===== src/rtl/core/assert_macros.svh =====
// ----------------------------------------------------------------------------
// assertion macros
// shared concurrent assertion forms, clocked on clk_i, off while rst_ni is low
// ----------------------------------------------------------------------------
`ifndef ASSERT_MACROS_SVH
`define ASSERT_MACROS_SVH

// same-cycle implication
`define RGBC_ASSERT_IMP(lbl, ante, cons, msg) \
  lbl: assert property (@(posedge clk_i) disable iff (!rst_ni) (ante) |-> (cons)) \
    else $error(msg);

// next-cycle implication
`define RGBC_ASSERT_NXT(lbl, ante, cons, msg) \
  lbl: assert property (@(posedge clk_i) disable iff (!rst_ni) (ante) |=> (cons)) \
    else $error(msg);

`endif


===== src/rtl/core/rgbc_pkg.sv =====
// ----------------------------------------------------------------------------
// rgbc_pkg
// types, constants and helpers of the rgbc nearest color classifier
// ----------------------------------------------------------------------------
`timescale 1ns / 1ps

package rgbc_pkg;

  localparam int unsigned CNT_W    = 16;
  localparam int unsigned Q_W      = 17;
  localparam int unsigned DIV_NW   = 36;
  localparam int unsigned DIV_DW   = 17;
  localparam int unsigned DIV_BPS  = 4;
  localparam int unsigned DIV_LAT  = DIV_NW / DIV_BPS;
  localparam int unsigned DIST_W   = 48;
  localparam int unsigned NCOL     = 8;
  localparam int unsigned NEAR_LAT = 6;
  localparam int unsigned PIPE_LAT = 3 * DIV_LAT + 4 + NEAR_LAT;

  localparam logic [Q_W-1:0] ONE_Q16 = 17'd65536;
  localparam logic [Q_W-1:0] DEG120  = 17'd30720;
  localparam logic [Q_W-1:0] DEG180  = 17'd46080;
  localparam logic [Q_W-1:0] DEG240  = 17'd61440;
  localparam logic [Q_W-1:0] DEG360  = 17'd92160;

  localparam logic [13:0] SV_SCALE = 14'd10000;

  typedef enum logic [2:0] {
    COL_BLACK,
    COL_WHITE,
    COL_RED,
    COL_GREEN,
    COL_BLUE,
    COL_YELLOW,
    COL_CYAN,
    COL_FUCHSIA
  } color_e;

  typedef enum logic [1:0] {
    SEL_RED,
    SEL_GREEN,
    SEL_BLUE
  } hue_sel_e;

  // reference hues, entry 0 at the low end
  localparam logic [NCOL-1:0][Q_W-1:0] TAB_H = {
    17'd76800, 17'd46080, 17'd15360, 17'd61440,
    17'd30720, 17'd0,     17'd0,     17'd0
  };
  localparam logic [NCOL-1:0] TAB_S_ONE = 8'b1111_1100;
  localparam logic [NCOL-1:0] TAB_V_ONE = 8'b1111_1110;

  typedef struct packed {
    logic [CNT_W-1:0] clear_count;
    logic [CNT_W-1:0] red_count;
    logic [CNT_W-1:0] green_count;
    logic [CNT_W-1:0] blue_count;
  } rgbc_in_t;

  typedef struct packed {
    color_e         color_code;
    logic [Q_W-1:0] hue_fixed;
    logic [Q_W-1:0] saturation_fixed;
    logic [Q_W-1:0] brightness_fixed;
  } rgbc_out_t;

  typedef struct packed {
    logic [Q_W-1:0] hue;
    logic [Q_W-1:0] sat;
    logic [Q_W-1:0] val;
    logic           clr_zero;
  } hsv_t;

  function automatic logic [Q_W-1:0] sat_q16(input logic [DIV_NW-1:0] q);
    return (q > DIV_NW'(ONE_Q16)) ? ONE_Q16 : q[Q_W-1:0];
  endfunction

endpackage


===== src/rtl/core/rgbc_div.sv =====
// ----------------------------------------------------------------------------
// rgbc_div
// pipelined restoring divider, 4 quotient bits per register stage
// ----------------------------------------------------------------------------
`timescale 1ns / 1ps

module rgbc_div import rgbc_pkg::*; (
  input  logic              clk_i,
  input  logic              en_i,
  input  logic [DIV_NW-1:0] num_i,
  input  logic [DIV_DW-1:0] den_i,
  output logic [DIV_NW-1:0] quo_o
);

  logic [DIV_NW-1:0] num_q [DIV_LAT];
  logic [DIV_DW-1:0] rem_q [DIV_LAT];
  logic [DIV_DW-1:0] den_q [DIV_LAT];
  logic [DIV_NW-1:0] num_d [DIV_LAT];
  logic [DIV_DW-1:0] rem_d [DIV_LAT];
  logic [DIV_DW-1:0] den_d [DIV_LAT];

  always_comb begin
    logic [DIV_DW-1:0] r;
    logic [DIV_NW-1:0] n;
    logic [DIV_DW-1:0] d;
    logic [DIV_DW:0]   t;
    for (int k = 0; k < DIV_LAT; k++) begin
      if (k == 0) begin
        r = '0;
        n = num_i;
        d = den_i;
      end else begin
        r = rem_q[k-1];
        n = num_q[k-1];
        d = den_q[k-1];
      end
      // quotient bits shift in as numerator bits shift out
      for (int j = 0; j < DIV_BPS; j++) begin
        t = {r, n[DIV_NW-1]};
        if (t >= {1'b0, d}) begin
          t = t - {1'b0, d};
          n = {n[DIV_NW-2:0], 1'b1};
        end else begin
          n = {n[DIV_NW-2:0], 1'b0};
        end
        r = t[DIV_DW-1:0];
      end
      rem_d[k] = r;
      num_d[k] = n;
      den_d[k] = d;
    end
  end

  always_ff @(posedge clk_i) begin
    if (en_i) begin
      for (int k = 0; k < DIV_LAT; k++) begin
        num_q[k] <= num_d[k];
        rem_q[k] <= rem_d[k];
        den_q[k] <= den_d[k];
      end
    end
  end

  assign quo_o = num_q[DIV_LAT-1];

endmodule


===== config.mk =====
export PLATFORM = sky130hd
export DESIGN_NAME = rgbc_div
export DESIGN_NICKNAME = d
export VERILOG_FILES = /design/src/rtl/core/assert_macros.svh /design/src/rtl/core/rgbc_pkg.sv /design/src/rtl/core/rgbc_div.sv
export SDC_FILE = /design/constraint.sdc
export NUM_CORES = 2
export LEC_CHECK = 0
export ABC_AREA = 1
export BUFFER_PORTS_ARGS = -buffer_cell sky130_fd_sc_hd__buf_2
export CORE_ASPECT_RATIO = 0.8
export CORE_MARGIN = 4
export CORE_UTILIZATION = 60
export CTS_CLUSTER_DIAMETER = 60
export DETAILED_ROUTE_END_ITERATION = 12
export GPL_TIMING_DRIVEN = 0
export PLACE_DENSITY = 0.86
export SYNTH_ARGS = -nofsm -noshare
export SYNTH_HDL_FRONTEND = slang
export SYNTH_SLANG_ARGS = --single-unit

===== constraint.sdc =====
create_clock -name clk_i -period 11.6 [get_ports clk_i]
set_input_delay 1.16 -clock clk_i [delete_from_list [all_inputs] [get_ports clk_i]]
set_output_delay 1.16 -clock clk_i [all_outputs]
set_load 0.05 [all_outputs]

==> summary.txt <==
Synthesis
  • Seq/Total Area, Yosys: 32.9%
  • Synthesized Nets: 7857
  • Cell Area, Synth: 54400 um2
  • Synth unique cells: 58
  • Post-synth EDFFs: 596
  • Yosys warns: 0
  • Syn_area_per_cell: 7.59 um2
  • Flops & latches, synth: 596
  • Area leader, netlist: edfxtp_1
  • Top FF cell, synth: edfxtp_1
  • Asr flop ratio synth: 0%
  • Most frequent cells after synthesis: nand2_1, inv_1, ha_1, edfxtp_1, a21oi_1
  • Count leader, synth: nand2_1
  • Top cells by area, synth: edfxtp_1, nand2_1, ha_1
  • Post-synthesis instance total: 7171
  • Post-synth top area share: 32.9%

Die
  • Die W: 345 um
  • Ports: 91
  • Initial Util: 60.7%
  • Die area: 95600 um2
  • Core box area: 89600 um2
  • Chip Height: 277 um
  • Row count: 98

Route
  • Vias post-DR: 49800
  • Wirelength per Cell: 17.5 um
  • 1st-iter DRT viols: 5343
  • Post-DRT Antenna Nets: 0
  • Via/cell ratio: 5.79
  • Post-Route WL: 151000 um
  • DR DRC count: 0
  • Pre-antenna DRT Iters: 6

Critical path
  • WP data arrival: 10.88 ns
  • Crit-path max FO: 10
  • CP Launch Point: den_q[0][69]
  • Worst path bufs/invs: 7
  • CP delay by family, top: simple AND/OR/NAND/NOR gates
  • Slowest-stage cell, CP: edfxtp_1
  • Worst EP required: 11.98 ns
  • Crit Path Class: reg2reg
  • Startpoint types: flop
  • Setup crit end kind: flop
  • CP most frequent cell: nand2_1
  • R2r startpoint: den_q[0][69]
  • CP peak stage delay: 0.66 ns

STA
  • Rel. slew slack: 51.1%
  • RSZ-0062 raised after global routing: no
  • Slew @ Worst Pin: 0.726 ns
  • Max Freq: 0.0952 GHz
  • Clk_skew: 0.0198 ns
  • Pins Over Slew Limit: 0
  • Period utilization: 90.5%
  • Tmin final: 10.50 ns
  • Final setup vio count: 0
  • Final TNS setup: 0 ns
  • Final Hold Vio Count: 0

Global routing
  • First-pass GRT wire length: 238000 um
  • Total track usage: 30.7%
  • Largest net degree at the start of global routing: 134
  • Vias in the first global route: 45200
  • GRT overflow: 0
  • Initial antenna violation count: 0

CTS
  • Resized Gates After CTS: 0
  • Worst-path clk slew: 0.06 ns
  • Worst-Skew Late Latency: 0.64 ns
  • Clock sinks: 596
  • Max Buffers Root-to-Sink: 3
  • H-tree depth: 3
  • TritonCTS clock tree: done
  • CTS buffer count: 71
  • Post-CTS Hold Fix Bufs: 0
  • Setup Buffers After CTS: 0
  • Root Driver: clkbuf_16

Layout
  • Area Growth Syn to Fin: 8.19%
  • # fillers: 7603
  • Antenna cells: 0
  • Share of layout cells above drive strength 1: 6.13%
  • Layout Nets: 8025
  • Post-Layout Cell Count: 8594

Place
  • RePlAce Congestion: 0.990
  • HPWL Detailed: 120000 um
  • Inst Count DP: 8466
  • # port buffers: 90

Worst hold path
  • HP Class: reg2reg
  • Hold_sp: num_q[0][160]

Run
  • Max_cap viols: 0

Status
  • Outcome: finished, final reports clean
## cell families (layout without fill, tap and decap cells)
group           count (synthesis)  count (layout)  synth area share (%)
simple gates                 3362            3362                  25.9
buf+inv                       965            1188                  7.28
fa+ha+maj                     631             631                  15.0
flops                         596             596                  32.9
compound gates               1179            1179                  11.9
xor+xnor                      438             438                  7.05
## per-layer routing
metal | routed length [um] | vias to the layer above | GRT usage, %
met5 | 0 | - | 0
met4 | 5090 | 0 | 9.72
met3 | 15400 | 353 | 5.03
met2 | 61800 | 2359 | 45.2
met1 | 68400 | 22700 | 46.0
li1 | - | 24400 | -
## stage by stage
step	area [um2]	setup slack (ns)	hold slack, ns	util, %
finish	58900	1.10	0.406	65.7
detailed placement	56500	1.57	0.405	63.0
global route	58900	0.458	0.415	65.7
CTS	58900	1.52	0.408	65.7
floorplan	54400	3.78	0.400	-
global placement	56400	0.532	0.400	62.9
## registers in the layout, indices dropped and copies added, names as in the netlist
register  cells
rem_q       136
num_q       324
den_q       136
## cell usage in the layout (no fill, tap or decap), types with 8 or more instances in the layout
cell | Yosys | routed
nand2_1 | 2262 | 2262
inv_1 | 824 | 824
ha_1 | 597 | 597
edfxtp_1 | 596 | 596
a21oi_1 | 525 | 525
nor2_1 | 418 | 418
nand3_1 | 383 | 383
o21ai_0 | 364 | 364
xor2_1 | 241 | 241
xnor2_1 | 197 | 197
buf_2 | 44 | 133
clkbuf_16 | 0 | 74
nor3_1 | 70 | 70
o21ai_1 | 64 | 64
nand4_1 | 57 | 57
buf_4 | 55 | 55
a21o_1 | 51 | 51
a31oi_1 | 35 | 35
or2_2 | 34 | 34
fa_1 | 34 | 34
o21bai_1 | 32 | 32
nand3b_1 | 26 | 26
nand2_2 | 26 | 26
o21a_1 | 24 | 24
a21boi_0 | 21 | 21
clkbuf_1 | 12 | 19
nor4_1 | 17 | 17
nand3_2 | 16 | 16
inv_2 | 15 | 15
a211oi_1 | 15 | 15
clkinv_1 | 2 | 12
o31ai_1 | 11 | 11
o2111ai_1 | 11 | 11
buf_6 | 10 | 10
nor2_4 | 9 | 9
nand3_4 | 9 | 9
nor2_2 | 8 | 8
inv_6 | 0 | 8
## cell type report
class / instances / area (um2) / share of cell area, %
Timing Repair Buffer: 95 / 598 / 1.02
Sequential cell: 596 / 17900 / 30.4
Inverter: 841 / 3160 / 5.36
Clock inverter: 47 / 479 / 0.814
Clock buffer: 81 / 1880 / 3.19
Buffer: 124 / 803 / 1.36
Multi-Input combinational cell: 5610 / 32600 / 55.3
Tap cell: 1200 / 1500 / 2.55
## worst reg2reg max path, delay by kind of cell, from the launching register on
family | cells | cell delay, ns
flops | 1 | 0.66
fa+ha+maj | 4 | 1.76
compound gates | 10 | 2.28
simple gates | 27 | 3.98
buf+inv | 7 | 1.57
## path summary, 6_finish.rpt
check             endpoint  slack, ns  cells past startpoint
max           rem_q[0][98]       1.10                     48
min          num_q[0][200]       0.41                      0
max reg2reg   rem_q[0][98]       1.10                     48
min reg2reg  num_q[0][200]       0.41                      0
Power is not shown: default switching activity piles up to over one toggle a cycle in this logic, so the estimate is an artifact.
